--- src/rtl/sdlc_pkg.sv ---
// Package for the solenoid door lock controller.
// Word types, configuration types, register indexes, coil codes and reset values.
// No dependencies.
package sdlc_pkg;

    // Input word: one control tick of sensor and command bits
    typedef struct packed {
        logic raw_locked;
        logic raw_closed;
        logic coil_fault_in;
        logic power_enable;
        logic latch_enable;
        logic want_lock;
        logic force_unlock;
    } item_t;

    // Result word: status after the tick
    typedef struct packed {
        logic [1:0] door_state;
        logic [1:0] coil_drive;
        logic       coil_fault;
        logic       cooling_down;
    } result_t;

    // Configuration register file contents
    typedef struct packed {
        logic [7:0]  debounce_ticks;
        logic [9:0]  pulse_ticks;
        logic [11:0] cooldown_single_ticks;
        logic [12:0] cooldown_full_ticks;
        logic [2:0]  try_budget;
    } cfg_t;

    localparam int CFG_IDX_W  = 3;
    localparam int CFG_DATA_W = 13;

    // Register indexes
    localparam logic [CFG_IDX_W-1:0] REG_DEBOUNCE        = 3'd0;
    localparam logic [CFG_IDX_W-1:0] REG_PULSE           = 3'd1;
    localparam logic [CFG_IDX_W-1:0] REG_COOLDOWN_SINGLE = 3'd2;
    localparam logic [CFG_IDX_W-1:0] REG_COOLDOWN_FULL   = 3'd3;
    localparam logic [CFG_IDX_W-1:0] REG_TRY_BUDGET      = 3'd4;

    // Reset values of the registers
    localparam logic [7:0]  DEBOUNCE_RST        = 8'd10;
    localparam logic [9:0]  PULSE_RST           = 10'd100;
    localparam logic [11:0] COOLDOWN_SINGLE_RST = 12'd1328;
    localparam logic [12:0] COOLDOWN_FULL_RST   = 13'd2656;
    localparam logic [2:0]  TRY_BUDGET_RST      = 3'd2;

    // Coil command codes
    localparam logic [1:0] DRIVE_OFF    = 2'd0;
    localparam logic [1:0] DRIVE_LOCK   = 2'd1;
    localparam logic [1:0] DRIVE_UNLOCK = 2'd2;

    localparam logic [7:0] DEBOUNCE_MAX = 8'd255;

endpackage

--- src/rtl/sdlc_cfg.sv ---
// Configuration register file of the door lock controller.
// Depends on sdlc_pkg.
module sdlc_cfg
    import sdlc_pkg::*;
(
    input  logic                  clk,
    input  logic                  rst_n,
    input  logic                  cfg_we,
    input  logic [CFG_IDX_W-1:0]  cfg_index,
    input  logic [CFG_DATA_W-1:0] cfg_data,
    output cfg_t                  cfg
);

    cfg_t cfg_reg;

    // Write decode; indexes beyond the list are ignored
    always_ff @(posedge clk or negedge rst_n)
    begin
        if (!rst_n)
        begin
            cfg_reg.debounce_ticks        <= DEBOUNCE_RST;
            cfg_reg.pulse_ticks           <= PULSE_RST;
            cfg_reg.cooldown_single_ticks <= COOLDOWN_SINGLE_RST;
            cfg_reg.cooldown_full_ticks   <= COOLDOWN_FULL_RST;
            cfg_reg.try_budget            <= TRY_BUDGET_RST;
        end
        else if (cfg_we)
        begin
            case (cfg_index)
                REG_DEBOUNCE:        cfg_reg.debounce_ticks        <= cfg_data[7:0];
                REG_PULSE:           cfg_reg.pulse_ticks           <= cfg_data[9:0];
                REG_COOLDOWN_SINGLE: cfg_reg.cooldown_single_ticks <= cfg_data[11:0];
                REG_COOLDOWN_FULL:   cfg_reg.cooldown_full_ticks   <= cfg_data[12:0];
                REG_TRY_BUDGET:      cfg_reg.try_budget            <= cfg_data[2:0];
                default:             ;
            endcase
        end
    end

    assign cfg = cfg_reg;

endmodule

--- src/rtl/sdlc_ctrl.sv ---
// Tick logic of the door lock controller: debouncer, pulse timers, retries,
// fault and cool-down, with the state registers. Depends on sdlc_pkg.
module sdlc_ctrl
    import sdlc_pkg::*;
(
    input  logic    clk,
    input  logic    rst_n,
    input  cfg_t    cfg,
    input  logic    step,
    input  item_t   item,
    output result_t result
);

    logic [1:0]  stable_door_reg, stable_door_next;
    logic [7:0]  debounce_count_reg, debounce_count_next;
    logic [9:0]  on_timer_reg, on_timer_next;
    logic [9:0]  off_timer_reg, off_timer_next;
    logic [12:0] cooldown_timer_reg, cooldown_timer_next;
    logic [2:0]  tries_left_reg, tries_left_next;
    logic        last_direction_reg, last_direction_next;
    logic        cooldown_done_reg, cooldown_done_next;
    logic        override_active_reg, override_active_next;
    logic [1:0]  drive_reg, drive_next;
    logic        fault_reg, fault_next;

    logic [1:0]  sample;
    logic [7:0]  count_inc;
    logic        dir;
    logic        locked;
    logic        halt;

    assign sample = {item.raw_closed, item.raw_locked};

    // Next state for one tick
    always_comb
    begin
        stable_door_next     = stable_door_reg;
        debounce_count_next  = debounce_count_reg;
        on_timer_next        = on_timer_reg;
        off_timer_next       = off_timer_reg;
        cooldown_timer_next  = cooldown_timer_reg;
        tries_left_next      = tries_left_reg;
        last_direction_next  = last_direction_reg;
        cooldown_done_next   = cooldown_done_reg;
        override_active_next = override_active_reg;
        drive_next           = drive_reg;
        fault_next           = fault_reg;
        dir                  = item.want_lock;
        halt                 = !item.power_enable;
        count_inc            = debounce_count_reg;

        // debouncer: count uses the incremented value before the compare
        if (stable_door_reg != sample)
        begin
            if (debounce_count_reg < DEBOUNCE_MAX)
                count_inc = debounce_count_reg + 8'd1;
            if (count_inc >= cfg.debounce_ticks)
            begin
                stable_door_next    = sample;
                debounce_count_next = '0;
            end
            else
                debounce_count_next = count_inc;
        end
        else
            debounce_count_next = '0;

        // override: unlock try from idle, else abort a pulse or its off time
        if (!halt && item.force_unlock)
        begin
            if (cooldown_timer_reg == '0 && on_timer_reg == '0 && off_timer_reg == '0)
            begin
                if (!override_active_reg && item.raw_locked)
                begin
                    tries_left_next      = 3'd1;
                    override_active_next = 1'b1;
                    dir                  = 1'b0;
                    last_direction_next  = 1'b0;
                end
                else
                    halt = 1'b1;
            end
            else if (!override_active_reg && cooldown_timer_reg == '0)
            begin
                drive_next          = DRIVE_OFF;
                on_timer_next       = '0;
                off_timer_next      = '0;
                cooldown_timer_next = {1'b0, cfg.cooldown_single_ticks};
                cooldown_done_next  = 1'b0;
            end
        end

        locked = stable_door_next[0];

        // pulse sequencing
        if (!halt)
        begin
            if (cooldown_timer_next != '0)
            begin
                cooldown_timer_next = cooldown_timer_next - 13'd1;
                if (cooldown_timer_next == '0)
                    cooldown_done_next = 1'b1;
            end
            else if (on_timer_next != '0)
            begin
                on_timer_next = on_timer_next - 10'd1;
                if (on_timer_next == '0 || dir == locked)
                begin
                    off_timer_next = cfg.pulse_ticks - on_timer_next;
                    on_timer_next  = '0;
                    drive_next     = DRIVE_OFF;
                end
                if (dir == locked)
                    cooldown_done_next = 1'b1;
            end
            else if (off_timer_next != '0)
                off_timer_next = off_timer_next - 10'd1;
            else if ((item.latch_enable || item.force_unlock) && dir != locked
                     && tries_left_next != '0)
            begin
                tries_left_next    = tries_left_next - 3'd1;
                on_timer_next      = cfg.pulse_ticks;
                drive_next         = dir ? DRIVE_LOCK : DRIVE_UNLOCK;
                fault_next         = item.coil_fault_in;
                cooldown_done_next = 1'b0;
            end
            else
            begin
                drive_next = DRIVE_OFF;
                if (tries_left_next == '0 && dir != locked)
                begin
                    fault_next = 1'b1;
                    if (!cooldown_done_next)
                        cooldown_timer_next = override_active_next
                            ? {1'b0, cfg.cooldown_single_ticks}
                            : cfg.cooldown_full_ticks;
                end
                else
                    fault_next = 1'b0;
                override_active_next = 1'b0;
            end

            // direction change reloads the retry budget
            if (dir != last_direction_next)
            begin
                last_direction_next = dir;
                tries_left_next     = cfg.try_budget;
            end
        end
    end

    // State registers, updated on each accepted word
    always_ff @(posedge clk or negedge rst_n)
    begin
        if (!rst_n)
        begin
            stable_door_reg     <= '0;
            debounce_count_reg  <= '0;
            on_timer_reg        <= '0;
            off_timer_reg       <= '0;
            cooldown_timer_reg  <= '0;
            tries_left_reg      <= TRY_BUDGET_RST;
            last_direction_reg  <= 1'b0;
            cooldown_done_reg   <= 1'b1;
            override_active_reg <= 1'b0;
            drive_reg           <= DRIVE_OFF;
            fault_reg           <= 1'b0;
        end
        else if (step)
        begin
            stable_door_reg     <= stable_door_next;
            debounce_count_reg  <= debounce_count_next;
            on_timer_reg        <= on_timer_next;
            off_timer_reg       <= off_timer_next;
            cooldown_timer_reg  <= cooldown_timer_next;
            tries_left_reg      <= tries_left_next;
            last_direction_reg  <= last_direction_next;
            cooldown_done_reg   <= cooldown_done_next;
            override_active_reg <= override_active_next;
            drive_reg           <= drive_next;
            fault_reg           <= fault_next;
        end
    end

    // Result word from the post-tick state
    assign result.door_state   = stable_door_next;
    assign result.coil_drive   = drive_next;
    assign result.coil_fault   = fault_next;
    assign result.cooling_down = (cooldown_timer_next != '0);

endmodule

--- src/rtl/sdlc_out_buf.sv ---
// Two-entry result buffer (output register plus skid stage).
// Depends on sdlc_pkg.
module sdlc_out_buf
    import sdlc_pkg::*;
(
    input  logic    clk,
    input  logic    rst_n,
    input  logic    push,
    input  result_t push_word,
    output logic    full,
    output logic    result_valid,
    input  logic    result_stall,
    output result_t result
);

    logic    main_valid_reg, main_valid_next;
    logic    skid_valid_reg, skid_valid_next;
    result_t main_reg, main_next;
    result_t skid_reg, skid_next;
    logic    take;

    assign take = main_valid_reg && !result_stall;

    // Buffer control
    always_comb
    begin
        main_valid_next = main_valid_reg;
        skid_valid_next = skid_valid_reg;
        main_next       = main_reg;
        skid_next       = skid_reg;
        if (!main_valid_reg || take)
        begin
            if (skid_valid_reg)
            begin
                main_next       = skid_reg;
                main_valid_next = 1'b1;
                skid_valid_next = 1'b0;
            end
            else
            begin
                main_next       = push_word;
                main_valid_next = push;
            end
        end
        else if (push)
        begin
            skid_next       = push_word;
            skid_valid_next = 1'b1;
        end
    end

    always_ff @(posedge clk or negedge rst_n)
    begin
        if (!rst_n)
        begin
            main_valid_reg <= 1'b0;
            skid_valid_reg <= 1'b0;
        end
        else
        begin
            main_valid_reg <= main_valid_next;
            skid_valid_reg <= skid_valid_next;
        end
    end

    // Payload, no reset
    always_ff @(posedge clk)
    begin
        main_reg <= main_next;
        skid_reg <= skid_next;
    end

    assign full         = skid_valid_reg;
    assign result_valid = main_valid_reg;
    assign result       = main_reg;

endmodule

--- src/rtl/solenoid_door_lock_controller_unit.sv ---
// Top level of the solenoid door lock controller.
// Depends on sdlc_pkg, sdlc_cfg, sdlc_ctrl and sdlc_out_buf.
//
//  channel   handshake                      word
//  -------   ---------                      ----
//  item      item_valid / item_stall        item_t   (sensor and command bits)
//  result    result_valid / result_stall    result_t (door state, coil, status)
//  config    cfg_we, cfg_index              cfg_data (13 bit)
//
// One word per cycle while item_stall is low: the tick logic works directly on
// the accepted word and the state registers, and the result is registered.
// The two-entry result buffer keeps accepting while a result waits; item_stall
// rises only when both entries are held. Reset (rst_n, asynchronous) loads the
// register defaults and empties the buffer; no clearing pass is needed.
module solenoid_door_lock_controller_unit
    import sdlc_pkg::*;
(
    input  logic                  clk,
    input  logic                  rst_n,
    input  logic                  item_valid,
    output logic                  item_stall,
    input  item_t                 item,
    output logic                  result_valid,
    input  logic                  result_stall,
    output result_t               result,
    input  logic                  cfg_we,
    input  logic [CFG_IDX_W-1:0]  cfg_index,
    input  logic [CFG_DATA_W-1:0] cfg_data
);

    cfg_t    cfg;
    result_t tick_word;
    logic    full;
    logic    push;

    assign item_stall = full;
    assign push       = item_valid && !full;

    sdlc_cfg u_cfg (
        .clk       (clk),
        .rst_n     (rst_n),
        .cfg_we    (cfg_we),
        .cfg_index (cfg_index),
        .cfg_data  (cfg_data),
        .cfg       (cfg)
    );

    sdlc_ctrl u_ctrl (
        .clk    (clk),
        .rst_n  (rst_n),
        .cfg    (cfg),
        .step   (push),
        .item   (item),
        .result (tick_word)
    );

    sdlc_out_buf u_out_buf (
        .clk          (clk),
        .rst_n        (rst_n),
        .push         (push),
        .push_word    (tick_word),
        .full         (full),
        .result_valid (result_valid),
        .result_stall (result_stall),
        .result       (result)
    );

endmodule

--- config.mk ---
export PLATFORM = sky130hd
export DESIGN_NAME = solenoid_door_lock_controller_unit
export DESIGN_NICKNAME = d
export VERILOG_FILES = /design/src/rtl/sdlc_pkg.sv /design/src/rtl/sdlc_cfg.sv /design/src/rtl/sdlc_ctrl.sv /design/src/rtl/sdlc_out_buf.sv /design/src/rtl/solenoid_door_lock_controller_unit.sv
export SDC_FILE = /design/constraint.sdc
export NUM_CORES = 1
export LEC_CHECK = 0
export ABC_AREA = 0
export BUFFER_PORTS_ARGS = -buffer_cell sky130_fd_sc_hd__buf_4
export CORE_MARGIN = 4
export CORE_UTILIZATION = 50
export CTS_BUF_LIST = sky130_fd_sc_hd__clkbuf_8
export CTS_CLUSTER_DIAMETER = 40
export CTS_CLUSTER_SIZE = 30
export DETAILED_ROUTE_END_ITERATION = 8
export GPL_TIMING_DRIVEN = 1
export PLACE_DENSITY = 0.82
export SLEW_MARGIN = 20
export SYNTH_ARGS = -nofsm -noshare
export SYNTH_HDL_FRONTEND = slang
export SYNTH_SLANG_ARGS = --single-unit
--- constraint.sdc ---
create_clock -name clk -period 5.2 [get_ports clk]
set_clock_uncertainty 0.1 [all_clocks]
set_input_delay 0.52 -clock clk [delete_from_list [all_inputs] [get_ports clk]]
set_output_delay 0.52 -clock clk [all_outputs]
set_load 0.1 [all_outputs]
==> results.json <==
{
  "antennaDiodeCount": 0,
  "cts_buffer_depth": 2,
  "p_total_uw": 3788,
  "cts_sinks": 112,
  "initial_core_util": 0.5100,
  "area_delta_synth_final_pct": 11.25,
  "synthArstFlopShare": 0.8929,
  "tightest_slew_ns": 1.069,
  "synthesis.nets": 881,
  "fp.dieArea_mm2": 0.01678,
  "hp-class": "in2async",
  "worst-setup-path-type": "reg2reg",
  "status": "finished with violations",
  "die_w_um": 129.5,
  "fin_cells": 1060,
  "fin_crit_sh": 0.9513,
  "ant_nets": 0,
  "dp_hpwl_um": 15900,
  "hold_violations": 1,
  "firstDrtPassIters": 6,
  "worstPathArrival_ns": 5.02,
  "ys_warn_count": 0,
  "worst_hold_slack_ns": -0.00006473,
  "relSlewSlack": 0.2848,
  "r2r_setup_slack_ns": 0.25,
  "root_buffer": "clkbuf_8",
  "wirelength_um": 21650,
  "synth.avg_cell_area_um2": 8.940,
  "setup_ws_ns": 0.2532,
  "via_count": 6891,
  "drv_slew": 0,
  "largest_reg_flops": 46,
  "maxCapViolations": 0,
  "worstPathMaxFanout": 8,
  "clk_latency_ns": 0.41,
  "setup_violations": 0,
  "ys_types": 77,
  "die_h_um": 129.5,
  "reg2reg_from": "u_ctrl.on_timer_reg[2]",
  "vdd_drop_max_mv": 0.2203,
  "numCtsBuffers": 9,
  "clock.fmax_mhz": 202.2,
  "wl_per_cell_um": 20.43,
  "pre_cts_ws_ns": 0.2200,
  "synth-main-ff-cell": "dfrtp_1",
  "ios": 36,
  "violations": "negative hold slack",
  "start_kind": "flip-flop",
  "placementRows": 44,
  "drive_gt1_frac": 0.1975,
  "synth_edf_count": 12,
  "finalCriticalPeriod_ns": 4.947,
  "synth-seq-cells": 112,
  "worstRegToRegCells": 16,
  "first_global_vias": 6356,
  "via_per_inst": 6.501,
  "worstPathRequired_ns": 5.28,
  "grt_pass1_wl_um": 34670,
  "grtUsageTotal": 0.2638,
  "finalNetCount": 926,
  "netlist_instances": 826,
  "cts_tree": "yes",
  "worstSetupEndpointType": "flip-flop",
  "overflow": 0,
  "place_inst": 1040,
  "core-area_mm2": 0.01448,
  "syn_area_mm2": 0.007385,
  "antenna_found_initial": 0,
  "drc_errors": 0,
  "numPortBuffers": 35,
  "htreeDepth": 3,
  "drt-initial-drc-count": 796,
  "clkTransAtPathRegs_ns": 0.12,
  "place_congestion": 1.046,
  "grt_max_degree": 62,
  "postCtsHoldBufs": 0,
  "leakage_uw": 0.003457,
  "r2r_end": "u_out_buf.result[0]",
  "ys_seq_area_frac": 0.3904,
  "p_per_area_mw_per_mm2": 461.1
}
[final cells by class]
type	count	area, um^2
clock buffer	9	123.9
clock inverter	7	62.56
fill	1272	6264
inverter	28	105.1
multi-input combinational	650	4285
sequential	112	2883
tap	184	230.2
timing repair buffer	70	525.5
[synth_stat cells (4+ instances only)]
library cell / instances / area share
and3_1: 6 / 0.0051
a21o_1: 8 / 0.0081
ha_1: 26 / 0.044
a41oi_1: 4 / 0.0047
o21ai_0: 72 / 0.049
dfstp_2: 16 / 0.057
clkbuf_1: 28 / 0.014
xor2_1: 15 / 0.018
nand3_1: 22 / 0.015
xnor2_1: 15 / 0.018
mux2_2: 51 / 0.078
or4_1: 5 / 0.0051
o211ai_1: 6 / 0.0061
buf_1: 5 / 0.0025
nor3_1: 32 / 0.022
o31ai_1: 11 / 0.011
a22oi_1: 4 / 0.0041
o21a_1: 7 / 0.0071
inv_1: 28 / 0.014
nand4_1: 5 / 0.0042
nor2b_1: 5 / 0.0042
a211oi_1: 6 / 0.0061
a31oi_1: 13 / 0.011
or3_1: 5 / 0.0042
a21oi_1: 49 / 0.033
nor3b_1: 5 / 0.0051
dfrtp_1: 84 / 0.28
nor2_1: 56 / 0.028
nand2_1: 110 / 0.056
and4_1: 5 / 0.0059
nor4_1: 9 / 0.0076
or2_2: 4 / 0.0034
o22ai_1: 7 / 0.0059
edfxtp_1: 12 / 0.049
mux2i_1: 11 / 0.015
nor4b_1: 4 / 0.0047
nand2b_1: 9 / 0.0076
[timing repair]
item,in CTS,in global routing
endpoints found under the hold margin,0,0
setup endpoints to repair,0,4
buffers inserted,0,4
gates resized for setup,0,7
[routing by layer]
| layer | vias to the layer above | part of all wire | track usage |
|---|---|---|---|
| li1 | 3152 | - | - |
| met1 | 3240 | 0.41 | 0.3575 |
| met2 | 417 | 0.46 | 0.4177 |
| met3 | 82 | 0.091 | 0.05894 |
| met4 | 0 | 0.043 | 0.09597 |
| met5 | - | 0 | 0 |
[through the flow]
step	util	setup TNS [ns]	instance area, um^2
after global routing	0.5674	-0.07359	8215
after CTS	0.5637	0	8162
after floorplan	-	0	7385
after detailed placement	0.5508	0	7975
final	0.5674	0	8215
after global placement	0.5508	0	7975
[kinds of logic (layout without fill, tap and decap cells)]
group,Yosys count,count (layout),share of synthesized area
mux,62,62,0.09268
buf+inv,64,114,0.03389
simple gates,292,292,0.1899
xor+xnor,30,30,0.03558
fa+ha+maj,27,27,0.04676
compound gates,239,239,0.2108
flops,112,112,0.3904
[worst max-delay path by stage]
stage          slack, ns              startpoint                  end  depth (start not counted)
4_1_cts             0.20  u_ctrl.on_timer_reg[2]  u_out_buf.result[0]                         16
3_3_place_gp        0.36  u_ctrl.on_timer_reg[2]  u_out_buf.result[0]                         16
2_1_floorplan       0.06  u_ctrl.on_timer_reg[2]  u_out_buf.result[0]                         19
3_5_place_dp        0.22  u_ctrl.on_timer_reg[2]  u_out_buf.result[0]                         16
6_report            0.25  u_ctrl.on_timer_reg[2]  u_out_buf.result[0]                         16
5_1_grt            -0.07  u_ctrl.on_timer_reg[2]  u_out_buf.result[0]                         16
[cells in the final DEF (no fill, tap or decap), types with 11 or more instances in the layout]
master,count
nor3_1,32
dfstp_2,16
ha_1,26
dfrtp_1,84
xnor2_1,15
o31ai_1,11
nand2_1,109
inv_1,28
nor2_1,55
a31oi_1,13
a21oi_1,49
buf_4,70
mux2i_1,11
edfxtp_1,12
mux2_2,51
o21ai_0,72
nand3_1,22
xor2_1,15
[critical path, cell delays in order (launching register included)]
cell     delay (ns)
dfrtp_1        0.46
or4_1          0.59
or3_4          0.44
nor2_1         0.17
nor2_1         0.12
a21oi_1        0.27
ha_1           0.26
nor2b_1        0.26
nand3_1        0.16
nor2_1         0.19
o31ai_1        0.20
nor2_2         0.20
nand4_1        0.19
o221a_2        0.37
nor4_1         0.21
nand4_1        0.22
mux2_2         0.31
[where the power goes]
part	switching [uW]	total [uW]	leakage [uW]	internal [uW]
clock network	330	514	0.0000963	184
registers	240	1350	0.00132	1110
logic	1150	1920	0.00204	775
No activity file was read; power rests on OpenSTA's default activity.
